<file path="src/hw/rtl/adhnp_pkg.sv">
// Shared types, constants and helper functions for the ASCII number parser.
`default_nettype none

package adhnp_pkg;

   // Widths of the stream fields
   localparam int CHAR_WIDTH      = 8;
   localparam int NUMBER_WIDTH    = 32;
   localparam int EXT_WIDTH       = 64;
   localparam int DIGIT_WIDTH     = 4;
   localparam int POS_WIDTH       = 2;

   // Default accumulator width
   localparam int VALUE_WIDTH_DEF = 32;

   // Character codes
   localparam logic [CHAR_WIDTH-1:0] CHAR_ZERO  = 8'h30;
   localparam logic [CHAR_WIDTH-1:0] CHAR_NINE  = 8'h39;
   localparam logic [CHAR_WIDTH-1:0] CHAR_X     = 8'h78;
   localparam logic [CHAR_WIDTH-1:0] CHAR_MINUS = 8'h2D;
   localparam logic [CHAR_WIDTH-1:0] CHAR_LA    = 8'h61;
   localparam logic [CHAR_WIDTH-1:0] CHAR_LF    = 8'h66;
   localparam logic [CHAR_WIDTH-1:0] CHAR_UA    = 8'h41;
   localparam logic [CHAR_WIDTH-1:0] CHAR_UF    = 8'h46;

   // Position counter values
   localparam logic [POS_WIDTH-1:0] POS_FIRST  = 2'd0;
   localparam logic [POS_WIDTH-1:0] POS_SECOND = 2'd1;
   localparam logic [POS_WIDTH-1:0] POS_SAT    = 2'd3;

   // Status codes
   localparam logic STATUS_OK      = 1'b0;
   localparam logic STATUS_INVALID = 1'b1;

   // One input character with its end-of-token mark
   typedef struct packed {
      logic [CHAR_WIDTH-1:0] char_code;
      logic                  is_last;
   } item_type;

   // One parsed result
   typedef struct packed {
      logic [NUMBER_WIDTH-1:0] number;
      logic                    status;
   } result_type;

   // Decimal digit test
   function automatic logic is_dec_digit(input logic [CHAR_WIDTH-1:0] c);
      return (c >= CHAR_ZERO) && (c <= CHAR_NINE);
   endfunction

   // Hex digit test, either case
   function automatic logic is_hex_digit(input logic [CHAR_WIDTH-1:0] c);
      return ((c >= CHAR_ZERO) && (c <= CHAR_NINE)) ||
             ((c >= CHAR_LA) && (c <= CHAR_LF)) ||
             ((c >= CHAR_UA) && (c <= CHAR_UF));
   endfunction

   // Hex digit value; meaningless for non-digits
   function automatic logic [DIGIT_WIDTH-1:0] hex_value(input logic [CHAR_WIDTH-1:0] c);
      logic [CHAR_WIDTH-1:0] d;
      begin
         if ((c >= CHAR_LA) && (c <= CHAR_LF)) begin
            d = c - CHAR_LA + 8'd10;
         end else if ((c >= CHAR_UA) && (c <= CHAR_UF)) begin
            d = c - CHAR_UA + 8'd10;
         end else begin
            d = c - CHAR_ZERO;
         end
         return d[DIGIT_WIDTH-1:0];
      end
   endfunction

endpackage

`default_nettype wire

</file>
<file path="src/hw/rtl/adhnp_in_stage.sv">
// Input register stage: holds one character transaction until the parser takes it.
`default_nettype none

module adhnp_in_stage (
   input  wire                                 clock,
   input  wire                                 reset,
   input  wire                                 req_tvalid,
   output logic                                req_tready,
   input  wire  [adhnp_pkg::CHAR_WIDTH-1:0]    req_tdata,
   input  wire                                 req_tlast,
   input  wire                                 take,
   output logic                                item_valid,
   output adhnp_pkg::item_type                 item
);

   logic                valid_ff, valid_in;
   adhnp_pkg::item_type item_ff, item_in;
   logic                load;

   // Accept when empty or when the held item leaves this cycle
   assign req_tready = !valid_ff || take;
   assign load       = req_tvalid && req_tready;

   always_comb begin
      valid_in = valid_ff;
      item_in  = item_ff;
      if (load) begin
         valid_in          = 1'b1;
         item_in.char_code = req_tdata;
         item_in.is_last   = req_tlast;
      end else if (take) begin
         valid_in = 1'b0;
      end
   end

   always_ff @(posedge clock) begin
      if (reset) begin
         valid_ff <= 1'b0;
      end else begin
         valid_ff <= valid_in;
      end
      item_ff <= item_in;
   end

   assign item_valid = valid_ff;
   assign item       = item_ff;

endmodule

`default_nettype wire

</file>
<file path="src/hw/rtl/adhnp_accum.sv">
// Token state and digit accumulation; forms the result on the last character.
`default_nettype none

module adhnp_accum #(
   parameter int VALUE_WIDTH = adhnp_pkg::VALUE_WIDTH_DEF
) (
   input  wire                   clock,
   input  wire                   reset,
   input  wire                   step,
   input  adhnp_pkg::item_type   item,
   output adhnp_pkg::result_type result
);

   logic [VALUE_WIDTH-1:0]          acc_ff, acc_in, acc_upd;
   logic [adhnp_pkg::POS_WIDTH-1:0] pos_ff, pos_in;
   logic                            hex_ff, hex_in, hex_upd;
   logic                            fwz_ff, fwz_in, fwz_upd;
   logic                            neg_ff, neg_in, neg_upd;
   logic                            err_ff, err_in, err_upd;

   logic [VALUE_WIDTH-1:0]          dec_acc, hex_acc, dec_digit, hex_digit;
   logic [VALUE_WIDTH-1:0]          signed_val;
   logic [adhnp_pkg::EXT_WIDTH-1:0] ext_val;
   logic [adhnp_pkg::CHAR_WIDTH-1:0] c;
   logic                            dec_ok, is_minus, x_second;

   assign c         = item.char_code;
   assign dec_ok    = adhnp_pkg::is_dec_digit(c);
   assign is_minus  = (c == adhnp_pkg::CHAR_MINUS);
   assign x_second  = (pos_ff == adhnp_pkg::POS_SECOND) && fwz_ff && (c == adhnp_pkg::CHAR_X);

   // Times ten as two shifts and an add; times sixteen as a shift
   assign dec_digit = VALUE_WIDTH'(c - adhnp_pkg::CHAR_ZERO);
   assign hex_digit = VALUE_WIDTH'(adhnp_pkg::hex_value(c));
   assign dec_acc   = (acc_ff << 3) + (acc_ff << 1) + dec_digit;
   assign hex_acc   = (acc_ff << adhnp_pkg::DIGIT_WIDTH) + hex_digit;

   // Apply one character to the token state
   always_comb begin
      acc_upd = acc_ff;
      hex_upd = hex_ff;
      fwz_upd = fwz_ff;
      neg_upd = neg_ff;
      err_upd = err_ff;
      if (pos_ff == adhnp_pkg::POS_FIRST) begin
         fwz_upd = (c == adhnp_pkg::CHAR_ZERO);
      end
      if (x_second) begin
         // A bare "0x" token is an invalid decimal
         if (item.is_last) begin
            err_upd = 1'b1;
         end else begin
            hex_upd = 1'b1;
         end
      end else if (hex_ff) begin
         if (adhnp_pkg::is_hex_digit(c)) begin
            acc_upd = hex_acc;
         end else begin
            err_upd = 1'b1;
         end
      end else begin
         if (dec_ok) begin
            acc_upd = dec_acc;
         end else if (is_minus) begin
            acc_upd = '0;
            err_upd = 1'b0;
            neg_upd = 1'b1;
         end else begin
            err_upd = 1'b1;
         end
      end
   end

   // Advance the state, or clear it at the end of a token
   always_comb begin
      acc_in = acc_ff;
      pos_in = pos_ff;
      hex_in = hex_ff;
      fwz_in = fwz_ff;
      neg_in = neg_ff;
      err_in = err_ff;
      if (step) begin
         if (item.is_last) begin
            acc_in = '0;
            pos_in = adhnp_pkg::POS_FIRST;
            hex_in = 1'b0;
            fwz_in = 1'b0;
            neg_in = 1'b0;
            err_in = 1'b0;
         end else begin
            acc_in = acc_upd;
            pos_in = (pos_ff == adhnp_pkg::POS_SAT) ? pos_ff : pos_ff + 2'd1;
            hex_in = hex_upd;
            fwz_in = fwz_upd;
            neg_in = neg_upd;
            err_in = err_upd;
         end
      end
   end

   always_ff @(posedge clock) begin
      if (reset) begin
         acc_ff <= '0;
         pos_ff <= adhnp_pkg::POS_FIRST;
         hex_ff <= 1'b0;
         fwz_ff <= 1'b0;
         neg_ff <= 1'b0;
         err_ff <= 1'b0;
      end else begin
         acc_ff <= acc_in;
         pos_ff <= pos_in;
         hex_ff <= hex_in;
         fwz_ff <= fwz_in;
         neg_ff <= neg_in;
         err_ff <= err_in;
      end
   end

   // Negate, sign-extend from the accumulator width, then cut to the output width
   assign signed_val = neg_upd ? (VALUE_WIDTH'(0) - acc_upd) : acc_upd;
   assign ext_val    = adhnp_pkg::EXT_WIDTH'($signed(signed_val));

   always_comb begin
      if (err_upd) begin
         result.number = '0;
         result.status = adhnp_pkg::STATUS_INVALID;
      end else begin
         result.number = ext_val[adhnp_pkg::NUMBER_WIDTH-1:0];
         result.status = adhnp_pkg::STATUS_OK;
      end
   end

endmodule

`default_nettype wire

</file>
<file path="src/hw/rtl/adhnp_out_stage.sv">
// Result register stage: holds one parsed value until the consumer takes it.
`default_nettype none

module adhnp_out_stage (
   input  wire                                  clock,
   input  wire                                  reset,
   input  wire                                  load,
   input  adhnp_pkg::result_type                result,
   output logic                                 free,
   output logic                                 rsp_tvalid,
   input  wire                                  rsp_tready,
   output logic [adhnp_pkg::NUMBER_WIDTH-1:0]   rsp_tdata,
   output logic [0:0]                           rsp_tuser
);

   logic                  valid_ff, valid_in;
   adhnp_pkg::result_type result_ff, result_in;

   // Room for a new result when empty or draining this cycle
   assign free = !valid_ff || rsp_tready;

   always_comb begin
      valid_in  = valid_ff;
      result_in = result_ff;
      if (load) begin
         valid_in  = 1'b1;
         result_in = result;
      end else if (rsp_tready) begin
         valid_in = 1'b0;
      end
   end

   always_ff @(posedge clock) begin
      if (reset) begin
         valid_ff <= 1'b0;
      end else begin
         valid_ff <= valid_in;
      end
      result_ff <= result_in;
   end

   assign rsp_tvalid   = valid_ff;
   assign rsp_tdata    = result_ff.number;
   assign rsp_tuser[0] = result_ff.status;

endmodule

`default_nettype wire

</file>
<file path="src/hw/rtl/ascii_dec_hex_number_parser.sv">
// Top level of the streaming ASCII decimal/hex number parser.
//
//  channel | dir | tdata                  | tuser      | tlast
//  req_    | in  | [7:0] char_code        | -          | is_last
//  rsp_    | out | [31:0] number (signed) | [0] status | -
//
// One character is taken per cycle while no last character waits for room;
// a token's result goes through the input register, then the result register.
// Reset is synchronous and clears the token state and both valid flags.
// A stall on rsp_ holds only characters that end a token; other characters
// keep flowing into the accumulator while a result waits.
`default_nettype none

module ascii_dec_hex_number_parser #(
   parameter int VALUE_WIDTH = adhnp_pkg::VALUE_WIDTH_DEF
) (
   input  wire                                  clock,
   input  wire                                  reset,
   input  wire                                  req_tvalid,
   output logic                                 req_tready,
   input  wire  [adhnp_pkg::CHAR_WIDTH-1:0]     req_tdata,   // [7:0] char_code
   input  wire                                  req_tlast,
   output logic                                 rsp_tvalid,
   input  wire                                  rsp_tready,
   output logic [adhnp_pkg::NUMBER_WIDTH-1:0]   rsp_tdata,   // [31:0] number
   output logic [0:0]                           rsp_tuser    // [0] status
);

   logic                  item_valid, step, out_free;
   adhnp_pkg::item_type   item;
   adhnp_pkg::result_type result;

   // Take the held character unless it ends a token and the result slot is full
   assign step = item_valid && (!item.is_last || out_free);

   adhnp_in_stage u_in (
      .clock      (clock),
      .reset      (reset),
      .req_tvalid (req_tvalid),
      .req_tready (req_tready),
      .req_tdata  (req_tdata),
      .req_tlast  (req_tlast),
      .take       (step),
      .item_valid (item_valid),
      .item       (item)
   );

   adhnp_accum #(
      .VALUE_WIDTH (VALUE_WIDTH)
   ) u_accum (
      .clock  (clock),
      .reset  (reset),
      .step   (step),
      .item   (item),
      .result (result)
   );

   adhnp_out_stage u_out (
      .clock      (clock),
      .reset      (reset),
      .load       (step && item.is_last),
      .result     (result),
      .free       (out_free),
      .rsp_tvalid (rsp_tvalid),
      .rsp_tready (rsp_tready),
      .rsp_tdata  (rsp_tdata),
      .rsp_tuser  (rsp_tuser)
   );

endmodule

`default_nettype wire

</file>
<file path="config.mk">
export PLATFORM = sky130hd
export DESIGN_NAME = ascii_dec_hex_number_parser
export DESIGN_NICKNAME = d
export VERILOG_FILES = /design/src/hw/rtl/adhnp_pkg.sv /design/src/hw/rtl/adhnp_in_stage.sv /design/src/hw/rtl/adhnp_accum.sv /design/src/hw/rtl/adhnp_out_stage.sv /design/src/hw/rtl/ascii_dec_hex_number_parser.sv
export SDC_FILE = /design/constraint.sdc
export NUM_CORES = 1
export LEC_CHECK = 0
export ABC_AREA = 1
export ABC_CLOCK_PERIOD_IN_PS = 4350
export BUFFER_PORTS_ARGS = -buffer_cell sky130_fd_sc_hd__buf_2
export CORE_ASPECT_RATIO = 1.25
export CORE_MARGIN = 2
export CORE_UTILIZATION = 55
export DETAILED_ROUTE_END_ITERATION = 10
export GPL_TIMING_DRIVEN = 0
export PLACE_DENSITY_LB_ADDON = 0.15
export SYNTH_ARGS = -nofsm -noshare
export SYNTH_HDL_FRONTEND = slang
export SYNTH_HIERARCHICAL = 1
export SYNTH_SLANG_ARGS = --single-unit
export TNS_END_PERCENT = 10
</file>
<file path="constraint.sdc">
create_clock -name clock -period 4.35 [get_ports clock]
set_input_delay 0.435 -clock clock [delete_from_list [all_inputs] [get_ports clock]]
set_output_delay 0.435 -clock clock [all_outputs]
set_load 0.01 [all_outputs]
</file>
After elaboration in Yosys (flattened, before gate mapping)
Index checks and enable logic that the tools add are counted.
Widths: inputs -> output; s select.
{"block": "totals", "reg_bits": 82, "input_bits": 13, "out_inout_bits": 35, "wordCells": 91}
{"block": "classes", "addsub": 11, "order_cmp": 6, "eq_ne": 6, "mux": 32, "n_reduce_logical": 24}
{"operator": "$mux 32", "n": 7}
{"operator": "$add 32x32->32", "n": 2}
{"operator": "$add 32x4->32", "n": 1}
{"operator": "$sub 1x32->32 const A", "n": 1}
{"operator": "$mux 1", "n": 21}
{"operator": "$eq 8x6->1 const B", "n": 2}
{"operator": "$ge 8x7->1 const B", "n": 2}
{"operator": "$le 8x7->1 const B", "n": 2}
{"operator": "$sub 4x1->4 const B", "n": 3}
{"operator": "$sub 8x6->9 const B", "n": 1}
{"operator": "$add 4x4->4 const B", "n": 2}
{"operator": "$eq 8x7->1 const B", "n": 1}
{"operator": "$ge 8x6->1 const B", "n": 1}
{"operator": "$le 8x6->1 const B", "n": 1}
{"operator": "$logic_and 1x1->1", "n": 8}
{"operator": "$mux 4", "n": 2}
{"operator": "$reduce_bool 2->1", "n": 4}
{"operator": "$reduce_and 2->1", "n": 3}
{"operator": "$logic_or 1x1->1", "n": 5}
{"operator": "$mux 2", "n": 2}
{"operator": "$logic_not 1->1", "n": 3}
{"operator": "$add 2x1->2 const B", "n": 1}
{"operator": "$eq 2x1->1 const B", "n": 1}
{"operator": "$eq 2x2->1 const B", "n": 1}
{"operator": "2 further kinds", "n": 2}

Depth between registers and ports, before layout
{"block": "logic_depth", "depth_word": 10, "mapped_depth": 28, "depth_no_buf": 28}

By module
The synthesis kept the hierarchy.
{"module": "adhnp_accum", "n_inst": 1, "cells_each": 1271, "area_each_um2": 7115.6, "seq_area_each_um2": 760.7}
{"module": "adhnp_out_stage", "n_inst": 1, "cells_each": 38, "area_each_um2": 1033.5, "seq_area_each_um2": 1011.0}
{"module": "adhnp_in_stage", "n_inst": 1, "cells_each": 15, "area_each_um2": 317.8, "seq_area_each_um2": 290.3}
{"module": "ascii_dec_hex_number_parser", "n_inst": 1, "cells_each": 5, "area_each_um2": 25.0, "seq_area_each_um2": 0.0}

Worst setup path after synthesis
Ideal clock, no wire load.
{"block": "synth_timing", "kind": "register to register", "startpoint": "reg u_in.item_ff, in the netlist u_in/item[6]", "endpoint": "reg u_out.result_ff, in the netlist u_out/rsp_tdata[31] (data pin)", "setup_time_ns": 0.255, "arrival_time_ns": 4.524, "required_ns": 4.095, "path_slack_ns": -0.429, "path_stages_with_launch": 25, "n_path_buf": 0, "synth_period_minus_slack_ns": 4.779, "cell_sequence": "edfxtp_1 ha_1 nor2_1 fa_1 ha_1 nand2_1 inv_1 nand2_1 nand2_1 inv_1 nand2_1 nand2_1 nand2_1 o21ai_0 nand2_1 nand2_1 nand2_1 inv_2 nand2_1 nor2_1 nand2_1 o21ai_2 nand3_1 nand2_1 nor2_1"}
{"block": "synth_between", "elab_chain_len": 10}
{"item": "start: declaration", "line": "adhnp_in_stage.sv:17", "source": "adhnp_pkg::item_type item_ff, item_in;"}
{"item": "start signal: assignment", "line": "adhnp_in_stage.sv:42", "source": "item_ff <= item_in;"}
{"item": "$ge 8x7->1 / $le 8x7->1 (equally long branches)", "line": "adhnp_pkg.sv:56, adhnp_pkg.sv:65"}
{"item": "$logic_and 1x1->1", "line": "adhnp_pkg.sv:56, adhnp_pkg.sv:65"}
{"item": "$mux 4", "line": "adhnp_pkg.sv:65", "source": "end else if ((c >= CHAR_UA) && (c <= CHAR_UF)) begin"}
{"item": "$mux 4", "line": "adhnp_pkg.sv:63", "source": "if ((c >= CHAR_LA) && (c <= CHAR_LF)) begin"}
{"item": "$add 32x4->32", "line": "adhnp_accum.sv:36", "source": "assign hex_acc = (acc_ff << adhnp_pkg::DIGIT_WIDTH) + hex_digit;"}
{"item": "$mux 32", "line": "adhnp_accum.sv:56", "source": "if (adhnp_pkg::is_hex_digit(c)) begin"}
{"item": "$mux 32", "line": "adhnp_accum.sv:55", "source": "end else if (hex_ff) begin"}
{"item": "$mux 32", "line": "adhnp_accum.sv:48", "source": "if (x_second) begin"}
{"item": "$sub 1x32->32", "line": "adhnp_accum.sv:120", "source": "assign signed_val = neg_upd ? (VALUE_WIDTH'(0) - acc_upd) : acc_upd;"}
{"item": "$mux 32", "line": "adhnp_accum.sv:120"}
{"item": "end signal: assignment", "line": "adhnp_out_stage.sv:39", "source": "result_ff <= result_in;"}
{"item": "end: declaration", "line": "adhnp_out_stage.sv:17", "source": "adhnp_pkg::result_type result_ff, result_in;"}
Parallel ways exist; a longest one is shown, timed or not.
A chain may end at the register's enable or synchronous reset.

Worst setup path after layout
{"block": "layout_timing", "startpoint": "reg u_in.item_ff, in the netlist u_in/item[7]", "endpoint": "reg u_out.result_ff, in the netlist u_out/rsp_tdata[28] (data pin)"}
The elaborated chain is that of the path after synthesis.

==> results.sh <==
export IMPL_outcome="complete, no violations"
export IMPL_grt_pass1_vias=8186
export IMPL_place_detailed_hpwl_mm=19.3
export IMPL_p_sw_w=0.000565
export IMPL_grt_usage_pct=30.3
export IMPL_cts_buffers=9
export IMPL_synth_edff_count=42
export IMPL_cp_max_fo=5
export IMPL_overflow=0
export IMPL_ys_warn_count=6
export IMPL_ff2ff_setup_slack_ns=0.22
export IMPL_ios=48
export IMPL_min_from="req_tdata[3]"
export IMPL_vias=8700
export IMPL_die_h_um=143
export IMPL_relSlewSlack_pct=16.4
export IMPL_crit_required_ns=4.45
export IMPL_clock_sinks=82
export IMPL_whs_path_depth=1
export IMPL_worstPathArrival_ns=4.23
export IMPL_clock_fmax_mhz=242
export IMPL_fin_crit_sh_pct=94.9
export IMPL_clock_power_share_pct=38.0
export IMPL_synthArstFlopShare_pct=0
export IMPL_drive_gt1_share_pct=13.7
export IMPL_critPathLaunch="u_in/item[7]"
export IMPL_r2r_cells=25
export IMPL_startpoint_type="flop"
export IMPL_crit_path_end="u_out/rsp_tdata[28]"
export IMPL_tightest_slew_ns=1.25
export IMPL_ir_drop_v=0.000209
export IMPL_intPower_w=0.00137
export IMPL_finalPower_w=0.00193
export IMPL_drcViolationCount=0
export IMPL_clk_pin_slew_ns=0.06
export IMPL_wl_mm=24.4
export IMPL_final_setup_skew_ns=0.00788
export IMPL_p_seq_share_pct=43.6
export IMPL_die_area_sq_um=16500
export IMPL_ant_nets=0
export IMPL_cts_root_buffer="clkbuf_16"
export IMPL_setup_tns_ns=0
export IMPL_area_growth_pct=11.7
export IMPL_min_period_ns=4.13
export IMPL_synth_seq_cells=82
export IMPL_clkLatencyLatePin_ns=0.35
export IMPL_hold_path_class="in2reg"
export IMPL_synth_cell_types=47
export IMPL_synth_top_flop_cell="edfxtp_1"
export IMPL_place_gp_congestion=0.892
export IMPL_crit_type="reg2reg"
export IMPL_wl_per_cell_um=15.5
export IMPL_maxSlewViolCount=0
export IMPL_grt_max_degree=35
export IMPL_syn_nets=1413
export IMPL_cp_end_kind="flop"
export IMPL_dpl_cell_area_sq_um=8960
export IMPL_power_density_nw_per_um2=204
export IMPL_cts_tree="done"
export IMPL_core_area_sq_um=15000
export IMPL_combPwrFrac_pct=18.4
export IMPL_synth_area_sq_um=8490
export IMPL_rsz0062_at_grt="true"
export IMPL_reg2reg_from="u_in/item[7]"
export IMPL_dp_slack_ns=-0.820
export IMPL_vias_per_cell=5.50
export IMPL_cts_path_max_buffers=2
export IMPL_finalHoldViolCount=0
export IMPL_ys_seq_area_share_pct=24.3
export IMPL_nFillCells=1452
export IMPL_start_util_pct=56.6
export IMPL_row_count=50
export IMPL_drt_iter0_markers=664
export IMPL_antenna_found_initial=0
export IMPL_setup_slack_ns=0.221
export IMPL_reg2reg_to="u_out/rsp_tdata[28]"
export IMPL_final_cell_area_sq_um=9490
export IMPL_setup_viol=0
export IMPL_post_route_util_pct=63.2
export IMPL_antennaDiodeCount=0
export IMPL_numPortBuffers=47
export IMPL_grt_pass1_wl_mm=39.0
export IMPL_swShare_pct=29.2
export IMPL_synthCells=1329
export IMPL_die_w_um=115
export IMPL_fin_nets=1479
export IMPL_p_leak_nw=4.69
export IMPL_cap_violations=0
export IMPL_htree_num_levels=3
export IMPL_avgSynthCellArea_sq_um=6.39
export IMPL_drt_pass1_iter_count=7
-- worst max-delay path, cell delays in order (launching register included) --
cell	delay [ns]
edfxtp_1	0.46
nor2_2	0.18
inv_2	0.13
nor2_4	0.22
fa_1	0.46
ha_1	0.37
nand2_1	0.17
inv_1	0.05
nand2_1	0.07
nand2_1	0.09
inv_1	0.07
nand3_1	0.18
nor2_1	0.14
o21ai_0	0.10
nand2_1	0.07
nand2_1	0.14
inv_1	0.15
nand2_1	0.07
nor2_1	0.10
nand2_1	0.08
nand2_1	0.14
nand2_2	0.12
nor2_4	0.13
nand3_1	0.08
nand2_1	0.07
nor2_1	0.05
-- cells by family (layout without fill, tap and decap cells) --
| kind of cell | count (synthesis) | in the layout | synth area share, % |
|---|---|---|---|
| and+or+nand+nor | 753 | 754 | 38.5 |
| adders and majority gates | 71 | 71 | 13.0 |
| DFF | 82 | 82 | 24.3 |
| xor gates and xnor gates | 9 | 9 | 0.928 |
| buffers and inverters | 225 | 295 | 10.9 |
| AOI/OAI and AO/OA | 189 | 189 | 12.4 |
-- worst min path at each step --
| stage | endpoint |
|---|---|
| floorplan | u_accum/neg_ff |
| global placement | u_accum/acc_ff[31] |
| detailed placement | u_accum/acc_ff[31] |
| CTS | u_in/item[5] |
| global route | u_in/item[0] |
| finish | u_in/item[4] |
-- synthesized netlist by cell type (2+ instances only) --
cell type  count  share of area (%)
o21a_1         2               0.18
a21oi_2       10                1.0
fa_1          29                6.8
nand2_4        5               0.66
buf_2         13               0.77
edfxtp_1      42                 15
o21ai_1       13               0.77
a211oi_1       2               0.18
nor2_1       115                5.1
buf_6          7               0.93
nor2_4         6               0.80
nand2_2       17                1.3
a21oi_1      101                6.0
clkbuf_1      16               0.71
o21bai_1       3               0.27
o21ai_0       42                2.5
ha_1          42                6.2
nor3_1        17                1.0
inv_1        169                7.5
nand4_1       21                1.5
buf_4          2               0.18
nor2_2         7               0.52
inv_2         14               0.62
nand3_2        5               0.59
o211ai_1       7               0.62
clkinv_1       2              0.088
nand3_1      105                6.2
and2_1         2               0.15
xor2_1         4               0.41
nand3_4        3               0.62
xnor2_1        5               0.52
dfxtp_1       40                9.4
nand2_1      447                 20
-- layer usage --
layer | global-route usage, % | routed length, um | up-vias | part of all wire (%)
met4 | 15.3 | 1150 | 0 | 4.7
met3 | 3.69 | 1120 | 80 | 4.6
met2 | 53.1 | 12200 | 285 | 50
met1 | 36.2 | 9960 | 3939 | 41
met5 | 0 | 0 | - | 0
li1 | - | - | 4396 | -
-- power by group through the flow --
stage	combinational [W]	clock (W)	sequential (W)
detailed placement	0.000327	0	0.000861
global placement	0.000322	0	0.000860
floorplan	0.000238	0	0.000860
finish	0.000356	0.000734	0.000843
CTS	0.000334	0.000745	0.000844
global route	0.000396	0.000771	0.000845
-- stage by stage --
stage	hold WS, ns	std cells
floorplan	0.442	1329
global placement	0.454	1558
detailed placement	0.456	1558
CTS	0.255	1576
global route	0.253	1582
finish	0.265	1582
-- cell type report --
type                    count  area [sq um]  share of cell area, %
multi-input cells        1023          5690                   60.0
flip-flops and latches     82          2060                   21.7
inverters                 186           701                   7.38
repair buffers             54           300                   3.16
clock buffers              12           258                   2.72
well taps                 182           228                   2.40
plain buffers              39           223                   2.35
clock inverters             4          26.3                  0.277
-- flip-flops by register name, indices dropped and copies added, names as in the netlist --
register / cells
u_accum/acc_ff: 32
u_out/rsp_tdata: 32
u_in/item: 9
u_accum/pos_ff: 2
u_accum/err_ff: 1
u_accum/fwz_ff: 1
u_accum/hex_ff: 1
u_accum/neg_ff: 1
u_in/item_valid: 1
u_out/rsp_tuser: 1
u_out/rsp_tvalid: 1
-- placed cells by master (no fill, tap or decap), drive strengths merged, types with 2 or more instances in the layout --
| master | n |
|---|---|
| a21oi | 111 |
| o21bai | 3 |
| xnor2 | 5 |
| clkinv | 5 |
| nor3 | 17 |
| edfxtp | 42 |
| nand2 | 469 |
| nand4 | 21 |
| nand3b | 2 |
| dfxtp | 40 |
| a22oi | 2 |
| ha | 42 |
| xor2 | 4 |
| buf | 77 |
| o21ai | 56 |
| clkbuf | 28 |
| inv | 184 |
| nor2 | 129 |
| o21a | 2 |
| and2 | 2 |
| a211oi | 2 |
| o211ai | 8 |
| nand3 | 113 |
| fa | 29 |
-- repair_timing --
action	in CTS	in global routing
setup buffers	1	6
setup endpoints to repair	30	19
cloned	1	0
hold buffers	0	0
pin swaps	1	4
resized for setup	2	30
Note: power is estimated with default switching activity, not from simulation.
